--- src/rtl/core/tmrle_pkg.sv ---
// Shared types, constants and the character-to-tile lookup for the
// tile map run-length encoder. No dependencies.
`timescale 1ns / 1ps

package tmrle_pkg;

   // Input command codes.
   localparam logic CMD_CHAR = 1'b0;
   localparam logic CMD_END  = 1'b1;

   localparam int TILE_W = 3;
   localparam int LEN_W  = 5;
   localparam int BYTE_W = 8;

   localparam logic [LEN_W-1:0]  RUN_MAX    = 5'd31;
   localparam logic [LEN_W-1:0]  RUN_ONE    = 5'd1;
   localparam logic [LEN_W-1:0]  RUN_NONE   = 5'd0;
   localparam logic [BYTE_W-1:0] TERMINATOR = 8'h00;

   // Classified-item queue between front and back.
   localparam int CMD_DEPTH = 4;
   localparam int CMD_PTR_W = $clog2(CMD_DEPTH);
   localparam int CMD_CNT_W = $clog2(CMD_DEPTH + 1);

   // Result queue; the back may write two results in one cycle.
   localparam int RSP_DEPTH = 4;
   localparam int RSP_PTR_W = $clog2(RSP_DEPTH);
   localparam int RSP_CNT_W = $clog2(RSP_DEPTH + 1);
   localparam logic [RSP_CNT_W-1:0] RSP_ROOM_LIMIT = RSP_CNT_W'(RSP_DEPTH - 2);

   typedef struct packed {
      logic              hit;
      logic [TILE_W-1:0] code;
   } tile_lookup_type;

   // An item as the back sees it: end of map, or a tile.
   typedef struct packed {
      logic              is_end;
      logic [TILE_W-1:0] tile;
   } cmd_item_type;

   typedef struct packed {
      logic [BYTE_W-1:0] code_byte;
      logic              last;
   } rsp_item_type;

   // Up to two results written by the back in one cycle, oldest in slot0.
   typedef struct packed {
      logic [1:0]   count;
      rsp_item_type slot0;
      rsp_item_type slot1;
   } rsp_write_type;

   function automatic tile_lookup_type tile_of(input logic [BYTE_W-1:0] ch);
      tile_lookup_type r;
      r.hit  = 1'b1;
      r.code = '0;
      unique case (ch)
         8'h7E:   r.code = 3'd0;   // '~'
         8'h2E:   r.code = 3'd1;   // '.'
         8'h2A:   r.code = 3'd2;   // '*'
         8'h5E:   r.code = 3'd3;   // '^'
         8'h48:   r.code = 3'd4;   // 'H'
         8'h74:   r.code = 3'd5;   // 't'
         8'h3D:   r.code = 3'd6;   // '='
         8'h58:   r.code = 3'd7;   // 'X'
         default: r.hit  = 1'b0;
      endcase
      return r;
   endfunction

endpackage

--- src/rtl/core/tmrle_front.sv ---
// Front end: classifies each incoming character and queues tile and end items.
// Depends on tmrle_pkg.
`timescale 1ns / 1ps

module tmrle_front (
   input  logic                      clock,
   input  logic                      reset,
   input  logic                      req_push,
   output logic                      req_full,
   input  logic                      req_cmd,
   input  logic [7:0]                req_char_byte,
   output logic                      cmd_valid,
   output tmrle_pkg::cmd_item_type   cmd_item,
   input  logic                      cmd_deq
);
   import tmrle_pkg::*;

   cmd_item_type          queue_ff [CMD_DEPTH];
   logic [CMD_PTR_W-1:0]  wr_ptr_ff, wr_ptr_in;
   logic [CMD_PTR_W-1:0]  rd_ptr_ff, rd_ptr_in;
   logic [CMD_CNT_W-1:0]  count_ff, count_in;
   tile_lookup_type       lookup;
   logic                  accept;
   logic                  enq;
   cmd_item_type          enq_item;

   assign req_full  = (count_ff == CMD_CNT_W'(CMD_DEPTH));
   assign accept    = req_push && !req_full;
   assign lookup    = tile_of(req_char_byte);

   // Unmapped characters are taken and dropped here.
   assign enq           = accept && ((req_cmd == CMD_END) || lookup.hit);
   assign enq_item.is_end = (req_cmd == CMD_END);
   assign enq_item.tile   = lookup.code;

   assign cmd_valid = (count_ff != '0);
   assign cmd_item  = queue_ff[rd_ptr_ff];

   always_comb begin
      wr_ptr_in = wr_ptr_ff + CMD_PTR_W'(enq);
      rd_ptr_in = rd_ptr_ff + CMD_PTR_W'(cmd_deq);
      count_in  = count_ff + CMD_CNT_W'(enq) - CMD_CNT_W'(cmd_deq);
   end

   always_ff @(posedge clock) begin
      if (reset) begin
         wr_ptr_ff <= '0;
         rd_ptr_ff <= '0;
         count_ff  <= '0;
      end else begin
         wr_ptr_ff <= wr_ptr_in;
         rd_ptr_ff <= rd_ptr_in;
         count_ff  <= count_in;
      end
   end

   always_ff @(posedge clock) begin
      if (enq) begin
         queue_ff[wr_ptr_ff] <= enq_item;
      end
   end

   a_no_deq_when_empty: assert property (@(posedge clock) disable iff (reset)
      cmd_deq |-> cmd_valid)
      else $error("front queue dequeued while empty");

   a_count_tracks: assert property (@(posedge clock) disable iff (reset)
      (enq && !cmd_deq) |=> (count_ff == $past(count_ff) + CMD_CNT_W'(1)))
      else $error("front queue count lost an item");

endmodule

--- src/rtl/core/tmrle_back.sv ---
// Back end: keeps the open run and turns queued items into result writes.
// Depends on tmrle_pkg.
`timescale 1ns / 1ps

module tmrle_back (
   input  logic                      clock,
   input  logic                      reset,
   input  logic                      cmd_valid,
   input  tmrle_pkg::cmd_item_type   cmd_item,
   output logic                      cmd_deq,
   input  logic                      rsp_room,
   output tmrle_pkg::rsp_write_type  rsp_wr
);
   import tmrle_pkg::*;

   logic [TILE_W-1:0] run_tile_ff, run_tile_in;
   logic [LEN_W-1:0]  run_length_ff, run_length_in;
   logic              has_run;
   logic              same;
   rsp_item_type      run_rsp;
   rsp_item_type      term_rsp;

   assign cmd_deq  = cmd_valid && rsp_room;
   assign has_run  = (run_length_ff != RUN_NONE);
   assign same     = has_run && (run_tile_ff == cmd_item.tile);

   assign run_rsp.code_byte  = {run_length_ff, run_tile_ff};
   assign run_rsp.last       = 1'b0;
   assign term_rsp.code_byte = TERMINATOR;
   assign term_rsp.last      = 1'b1;

   always_comb begin
      run_tile_in   = run_tile_ff;
      run_length_in = run_length_ff;
      rsp_wr.count  = 2'd0;
      rsp_wr.slot0  = run_rsp;
      rsp_wr.slot1  = term_rsp;
      if (cmd_deq) begin
         priority if (cmd_item.is_end) begin
            // Flush the open run if any, then the terminator.
            run_tile_in   = '0;
            run_length_in = RUN_NONE;
            if (has_run) begin
               rsp_wr.count = 2'd2;
            end else begin
               rsp_wr.count = 2'd1;
               rsp_wr.slot0 = term_rsp;
            end
         end else if (same && (run_length_ff == RUN_MAX)) begin
            rsp_wr.count  = 2'd1;
            run_length_in = RUN_ONE;
         end else if (same) begin
            run_length_in = run_length_ff + RUN_ONE;
         end else begin
            rsp_wr.count  = {1'b0, has_run};
            run_tile_in   = cmd_item.tile;
            run_length_in = RUN_ONE;
         end
      end
   end

   always_ff @(posedge clock) begin
      if (reset) begin
         run_tile_ff   <= '0;
         run_length_ff <= RUN_NONE;
      end else begin
         run_tile_ff   <= run_tile_in;
         run_length_ff <= run_length_in;
      end
   end

   a_end_clears_run: assert property (@(posedge clock) disable iff (reset)
      (cmd_deq && cmd_item.is_end) |=> (run_length_ff == RUN_NONE))
      else $error("end item left a run open");

   a_write_needs_deq: assert property (@(posedge clock) disable iff (reset)
      (rsp_wr.count != 2'd0) |-> cmd_deq)
      else $error("result written without an item");

endmodule

--- src/rtl/core/tmrle_rsp_queue.sv ---
// Result queue: takes up to two items per cycle from the back, hands out one.
// Depends on tmrle_pkg.
`timescale 1ns / 1ps

module tmrle_rsp_queue (
   input  logic                      clock,
   input  logic                      reset,
   input  tmrle_pkg::rsp_write_type  rsp_wr,
   output logic                      rsp_room,
   output logic                      rsp_empty,
   input  logic                      rsp_pop,
   output logic [7:0]                rsp_code_byte,
   output logic                      rsp_last
);
   import tmrle_pkg::*;

   rsp_item_type          queue_ff [RSP_DEPTH];
   logic [RSP_PTR_W-1:0]  wr_ptr_ff, wr_ptr_in;
   logic [RSP_PTR_W-1:0]  rd_ptr_ff, rd_ptr_in;
   logic [RSP_CNT_W-1:0]  count_ff, count_in;
   logic                  deq;
   rsp_item_type          head;

   // Room for a worst-case pair of results.
   assign rsp_room  = (count_ff <= RSP_ROOM_LIMIT);
   assign rsp_empty = (count_ff == '0);
   assign deq       = rsp_pop && !rsp_empty;
   assign head      = queue_ff[rd_ptr_ff];
   assign rsp_code_byte = head.code_byte;
   assign rsp_last      = head.last;

   always_comb begin
      wr_ptr_in = wr_ptr_ff + RSP_PTR_W'(rsp_wr.count);
      rd_ptr_in = rd_ptr_ff + RSP_PTR_W'(deq);
      count_in  = count_ff + RSP_CNT_W'(rsp_wr.count) - RSP_CNT_W'(deq);
   end

   always_ff @(posedge clock) begin
      if (reset) begin
         wr_ptr_ff <= '0;
         rd_ptr_ff <= '0;
         count_ff  <= '0;
      end else begin
         wr_ptr_ff <= wr_ptr_in;
         rd_ptr_ff <= rd_ptr_in;
         count_ff  <= count_in;
      end
   end

   always_ff @(posedge clock) begin
      if (rsp_wr.count != 2'd0) begin
         queue_ff[wr_ptr_ff] <= rsp_wr.slot0;
      end
      if (rsp_wr.count == 2'd2) begin
         queue_ff[wr_ptr_ff + RSP_PTR_W'(1)] <= rsp_wr.slot1;
      end
   end

   a_no_overflow: assert property (@(posedge clock) disable iff (reset)
      (rsp_wr.count != 2'd0) |-> (count_ff + RSP_CNT_W'(rsp_wr.count)
                                  <= RSP_CNT_W'(RSP_DEPTH)))
      else $error("result queue overflow");

   a_pop_holds_order: assert property (@(posedge clock) disable iff (reset)
      (deq && (rsp_wr.count == 2'd0)) |=> (count_ff == $past(count_ff) - RSP_CNT_W'(1)))
      else $error("result queue count wrong after pop");

endmodule

--- src/rtl/core/tile_map_run_length_encoder.sv ---
// Tile map run-length encoder, top level: front classifier, back run engine
// and result queue. Depends on tmrle_pkg, tmrle_front, tmrle_back, tmrle_rsp_queue.
// Throughput: one item per cycle while the front queue has room; the back retires
// one queued item per cycle while the result queue has room for two results.
// An end item may write two results at once; output drain sets the long-run rate.
// Reset (synchronous, active high) empties both queues and closes the open run.
`timescale 1ns / 1ps

module tile_map_run_length_encoder (
   input  logic       clock,
   input  logic       reset,
   input  logic       req_push,
   output logic       req_full,
   input  logic       req_cmd,
   input  logic [7:0] req_char_byte,
   output logic       rsp_empty,
   input  logic       rsp_pop,
   output logic [7:0] rsp_code_byte,
   output logic       rsp_last
);
   import tmrle_pkg::*;

   // Classified items travel from the front to the back through a short
   // queue, so a stalled consumer does not stop characters being taken in
   // until that queue is full as well.
   logic          cmd_valid;
   cmd_item_type  cmd_item;
   logic          cmd_deq;

   // The back only retires an item when the result queue has room for the
   // worst case of two results, which keeps the write side simple.
   logic          rsp_room;
   rsp_write_type rsp_wr;

   tmrle_front u_front (
      .clock         (clock),
      .reset         (reset),
      .req_push      (req_push),
      .req_full      (req_full),
      .req_cmd       (req_cmd),
      .req_char_byte (req_char_byte),
      .cmd_valid     (cmd_valid),
      .cmd_item      (cmd_item),
      .cmd_deq       (cmd_deq)
   );

   tmrle_back u_back (
      .clock     (clock),
      .reset     (reset),
      .cmd_valid (cmd_valid),
      .cmd_item  (cmd_item),
      .cmd_deq   (cmd_deq),
      .rsp_room  (rsp_room),
      .rsp_wr    (rsp_wr)
   );

   tmrle_rsp_queue u_rsp_queue (
      .clock         (clock),
      .reset         (reset),
      .rsp_wr        (rsp_wr),
      .rsp_room      (rsp_room),
      .rsp_empty     (rsp_empty),
      .rsp_pop       (rsp_pop),
      .rsp_code_byte (rsp_code_byte),
      .rsp_last      (rsp_last)
   );

endmodule

--- config.mk ---
export PLATFORM = sky130hd
export DESIGN_NAME = tile_map_run_length_encoder
export DESIGN_NICKNAME = d
export VERILOG_FILES = /design/src/rtl/core/tmrle_pkg.sv /design/src/rtl/core/tmrle_front.sv /design/src/rtl/core/tmrle_back.sv /design/src/rtl/core/tmrle_rsp_queue.sv /design/src/rtl/core/tile_map_run_length_encoder.sv
export SDC_FILE = /design/constraint.sdc
export NUM_CORES = 1
export LEC_CHECK = 0
export ABC_AREA = 1
export BUFFER_PORTS_ARGS = -buffer_cell sky130_fd_sc_hd__buf_4
export CORE_UTILIZATION = 55
export CTS_BUF_LIST = sky130_fd_sc_hd__clkbuf_4 sky130_fd_sc_hd__clkbuf_8 sky130_fd_sc_hd__clkbuf_16
export CTS_CLUSTER_SIZE = 16
export DETAILED_ROUTE_END_ITERATION = 7
export PLACE_DENSITY = 0.76
export REMOVE_ABC_BUFFERS = 1
export SLEW_MARGIN = 5
export SYNTH_ARGS = -nofsm -noshare
export SYNTH_HDL_FRONTEND = slang
export SYNTH_SLANG_ARGS = --single-unit
export TNS_END_PERCENT = 100
--- constraint.sdc ---
create_clock -name clock -period 2.1 [get_ports clock]
set_input_delay 0.525 -clock clock [delete_from_list [all_inputs] [get_ports clock]]
set_output_delay 0.525 -clock clock [all_outputs]
set_load 0.005 [all_outputs]
==> results.md <==
Yosys:
- The sequential-to-total area share from yosys stat is 42.3%.
- By area the synthesized netlist is led by sky130_fd_sc_hd__dfxtp_1 30%, sky130_fd_sc_hd__edfxtp_1 12%, sky130_fd_sc_hd__nand2_1 10%, sky130_fd_sc_hd__nor2_1 7.0%, sky130_fd_sc_hd__nand3_1 5.9%.
- The number of warnings reported in the yosys synthesis log is 0.
- The simple-gate share of the synthesized area is 32.0%.
- The number of different library cells used by synthesis comes to 34.
- The synthesized-area fraction occupied by ao, oa, aoi and oai cells is 9.41%.
- The synthesized-area fraction occupied by xor and xnor cells is 1.58%.
- The synthesized design contains 74 register bits.
- After Yosys synthesis, full adders, half adders and majority gates account for 4.90% of the synthesized area.
- By area, the combinational part of the netlist is dominated by simple AND/OR/NAND/NOR gates.
- The synthesized instance count is 518.
- In this run the cell area of the synthesized design comes to 0.00388 sq mm.
- The largest total area in the synthesized netlist belongs to sky130_fd_sc_hd__dfxtp_1.
- Averaged over all synthesized cells, the footprint is 7.50 sq um.
- The proportion of synthesized area in mux cells is 0%.
- The share of synthesized area in the top cell type comes to 29.9%.

Die:
- Measured along the y axis, the die boundary spans 86.0 um.
- The die width is 86.0 um.
- During I/O placement, the number of pins put on the boundary was 24.
- The die covers 0.00740 sq mm.
- The placeable core region is 0.00679 sq mm.
- The number of rows in the core area is 30.
- The initial core utilization is 57.1%.

Placed design:
- Once detailed placement completed, the half-perimeter wirelength came to 6000 um.
- The final weighted congestion in routability-driven placement is 0.845.
- The count of buffers from port buffering is 23.

Worst setup path:
- The library cell contributing the largest single delay on the critical path is sky130_fd_sc_hd__dfxtp_2.
- The worst setup path is captured at a flop.
- The endpoint identified for the worst register-to-register timing path is u_back.run_tile_ff[2]$_SDFFE_PP0P_.
- At the worst endpoint, the required time is 2.34 ns.
- The setup slack of the worst register-to-register path is -0.18 ns.
- Traced cell by cell, the critical path runs through buf_12 > inv_8 > nand2_2 > nand3_2 > buf_4 > buf_4 > buf_4 > buf_4 > buf_4 > buf_4 > buf_4 > buf_4 > buf_4 > buf_4 > buf_4 > nand3_2 > a21oi_1.
- In this design, the largest share of critical-path delay is due to buffers and inverters.
- The most critical setup path has its startpoint at u_front.rd_ptr_ff[0]$_SDFF_PP0_.
- For this run, the slowest stage of the critical path takes 0.35 ns.
- Counting cells, the worst reg-to-reg path comes to 17.
- The category of the worst setup path launch point is a flop.
- The count of buffer and inverter cells on the critical path is 13.
- The critical path is of the reg -> reg type.
- The worst reg2reg path startpoint is u_front.rd_ptr_ff[0]$_SDFF_PP0_.
- The critical path capture point is u_back.run_tile_ff[2]$_SDFFE_PP0P_.
- The largest driver fanout on the critical path is 8.
- Data arrives at the worst endpoint at 2.52 ns.
- Among the stages of the critical path, the cell type that occurs most often is sky130_fd_sc_hd__buf_4.
- The critical path depth is 17.

Timing:
- Of the available clock period, the critical path in the final layout requires 109%.
- The worst clock skew is 0.0182 ns.
- The achievable frequency is 438 MHz.
- The number of hold violations in the final report was 0.
- At the pin with the least slew margin, the transition time is 0.808 ns.
- The max-slew violation total from the final report was 0.
- The tightest hold path in the finished design has a slack of 0.389 ns.
- The final critical delay including setup and external delays is 2.28 ns.
- Across all setup checks in the final design, the least slack found is -0.181 ns.
- Setup repair after global routing could not meet its margin everywhere.
- The worst relative slew slack is 46.1%.
- The total of endpoints with negative setup slack in the final report is 5.

Global routing:
- The first global-routing pass estimated 14,600 um of wire.
- In this run the most used layer during global routing was met2.
- For this run, global-route usage on met1 was measured as 29.1%.
- In the global route stage, overall resource usage came out at 25.4%.
- The initial antenna violation count is 0.
- The fraction of met3 tracks used by global routing is 5.77%.
- Entering global routing, the biggest net connects 25 pins.
- The met2 usage in global routing is 45.4%.
- After global routing the overflow that remains totals 0.
- The number of global-route vias before repair was 3,375.

CTS:
- The CTS buffer count is 9.
- The H-tree level count is 3.
- TritonCTS built the clock tree.
- The clock reaches the later pin of the worst-skew pair after 0.35 ns.
- The clock tree root buffer cell is sky130_fd_sc_hd__clkbuf_8.
- The CTS sink count is 74.
- The number of hold buffers added after CTS was 0.
- The worst-case clock buffer depth is 2.
- Clock-pin slew was measured on the worst setup and hold paths at 0.08 ns.

Hold path:
- The critical hold path startpoint is req_cmd.
- The path category of the worst min-delay check is in -> reg.

Route:
- The first routing iteration left 249 violations.
- The via count of the routed design is 3,727.
- The count of nets left with antenna violations once routing finished came out at 0.
- The mean routed wirelength per cell is 13.4 um.
- In the routed layout, each cell is associated on average with a via count of 5.18.
- The final wirelength is 9660 um.
- For this run, design rule violations remaining after detail routing come to 0.
- The pre-antenna-repair detailed-routing pass consisted of 5 iterations.

Layout:
- The final net count is 645.
- In the final layout, the share of cells above drive strength 1 is 31.6%.
- The most common cell after layout, fill and taps aside is sky130_fd_sc_hd__buf_4.
- The area added between synthesis and finish is 31.1%.
- The top cell types in the final layout, fill and taps aside, are 101 x sky130_fd_sc_hd__buf_4, 93 x sky130_fd_sc_hd__nand2_1, 69 x sky130_fd_sc_hd__nor2_1, 55 x sky130_fd_sc_hd__inv_1, 53 x sky130_fd_sc_hd__dfxtp_1.
- The count of inserted antenna diode cells is 0.

Pwr:
- The total power after layout is 7.28 mW.
- The highest ir drop seen on vdd is 0.000740 V.
- For this design the ratio of total power to cell area is 1430 mW/mm^2.
- The reported leakage power is 2.49 nW.

Status:
- The run finished, with violations left.
- The final reports fail on setup timing.

Job:
- The number of max-cap violations is 0.
-- layout make-up --
class                      instances  area [sq um]
clock buffer                      12           170
clock inverter                     4          47.5
fill                             481          1710
inverter                          63           244
multi-input combinational        366          2040
sequential                        74          1650
tap                               96           120
timing repair buffer             104           818
-- synthesized netlist by cell type (all sizes together) --
master and n:
or2 2, edfxtp 16, dfxtp 58, o22ai 7
xor2 3, fa 2, o21ai 20, and3 1
ha 12, inv 63, nand3 50, a21oi 42
xnor2 4, nor3 9, a22oi 1, nor2 86
buf 9, nand2 115, nor4 3, nand4 4
nand3b 2, and2 1, clkbuf 8
-- through the flow --
step / util (%) / setup TNS (ns) / cell area (sq um) / worst slack [ns] / instances
finish: 74.9 / -0.455 / 5090 / -0.181 / 719
global route: 74.9 / -2.89 / 5090 / -0.325 / 719
CTS: 71.9 / -0.0984 / 4880 / -0.0509 / 709
detailed placement: 66.3 / -4.33 / 4500 / -0.366 / 679
global placement: 66.3 / -3.71 / 4500 / -0.291 / 679
floorplan: - / -0.504 / 3740 / -0.175 / 501
-- kinds of logic after synthesis --
group / after synthesis
compound gates: 70
xor+xnor: 7
fa+ha+maj: 14
buf+inv: 80
flops: 74
simple gates: 273
-- worst register-to-register path, stage by stage (launching register included) --
cell,delay [ns]
sky130_fd_sc_hd__dfxtp_2,0.35
sky130_fd_sc_hd__buf_12,0.13
sky130_fd_sc_hd__inv_8,0.04
sky130_fd_sc_hd__nand2_2,0.05
sky130_fd_sc_hd__nand3_2,0.08
sky130_fd_sc_hd__buf_4,0.15
sky130_fd_sc_hd__buf_4,0.12
sky130_fd_sc_hd__buf_4,0.12
sky130_fd_sc_hd__buf_4,0.12
sky130_fd_sc_hd__buf_4,0.12
sky130_fd_sc_hd__buf_4,0.12
sky130_fd_sc_hd__buf_4,0.13
sky130_fd_sc_hd__buf_4,0.12
sky130_fd_sc_hd__buf_4,0.12
sky130_fd_sc_hd__buf_4,0.12
sky130_fd_sc_hd__buf_4,0.13
sky130_fd_sc_hd__nand3_2,0.07
sky130_fd_sc_hd__a21oi_1,0.06
-- registers in the layout, indices dropped and copies added (netlist names) --
| name | cells |
|---|---|
| u_rsp_queue.rd_ptr_ff | 2 |
| u_rsp_queue.queue_ff | 36 |
| u_front.wr_ptr_ff | 2 |
| u_front.queue_ff | 16 |
| u_back.run_length_ff | 5 |
| u_rsp_queue.wr_ptr_ff | 2 |
| u_front.rd_ptr_ff | 2 |
| u_back.run_tile_ff | 3 |
| u_rsp_queue.count_ff | 3 |
| u_front.count_ff | 3 |
-- how the worst min path moves through the flow --
stage / to / slack [ns] / cells past startpoint
finish: u_front.queue_ff[3][3]$_DFFE_PP_ / 0.39 / 1
global route: u_front.queue_ff[3][3]$_DFFE_PP_ / 0.37 / 1
CTS: u_front.queue_ff[1][3]$_DFFE_PP_ / 0.38 / 1
detailed placement: u_rsp_queue.queue_ff[1][0]$_SDFFE_PP1P_ / 0.44 / 2
global placement: u_rsp_queue.queue_ff[1][0]$_SDFFE_PP1P_ / 0.44 / 2
floorplan: u_rsp_queue.queue_ff[1][0]$_SDFFE_PP1P_ / 0.42 / 2
-- per-layer routing --
| metal | routed length [um] | vias up |
|---|---|---|
| met3 | 498 | 26 |
| li1 | - | 1873 |
| met2 | 5020 | 110 |
| met4 | 259 | 0 |
| met5 | 0 | - |
| met1 | 3880 | 1718 |
-- timing repair --
item	4_1_cts	5_1_grt
pin swaps	10	13
buffers inserted	14	9
endpoints found under the setup margin	3	47
gates resized for setup	18	34
gates cloned	0	2
-- report_power, final --
part           switching [mW]  internal, mW  total (mW)
Sequential              0.260          1.91        2.17
Combinational            2.16          1.74        3.90
Clock                   0.542         0.663        1.21
No activity file was read; power rests on OpenSTA's default activity.
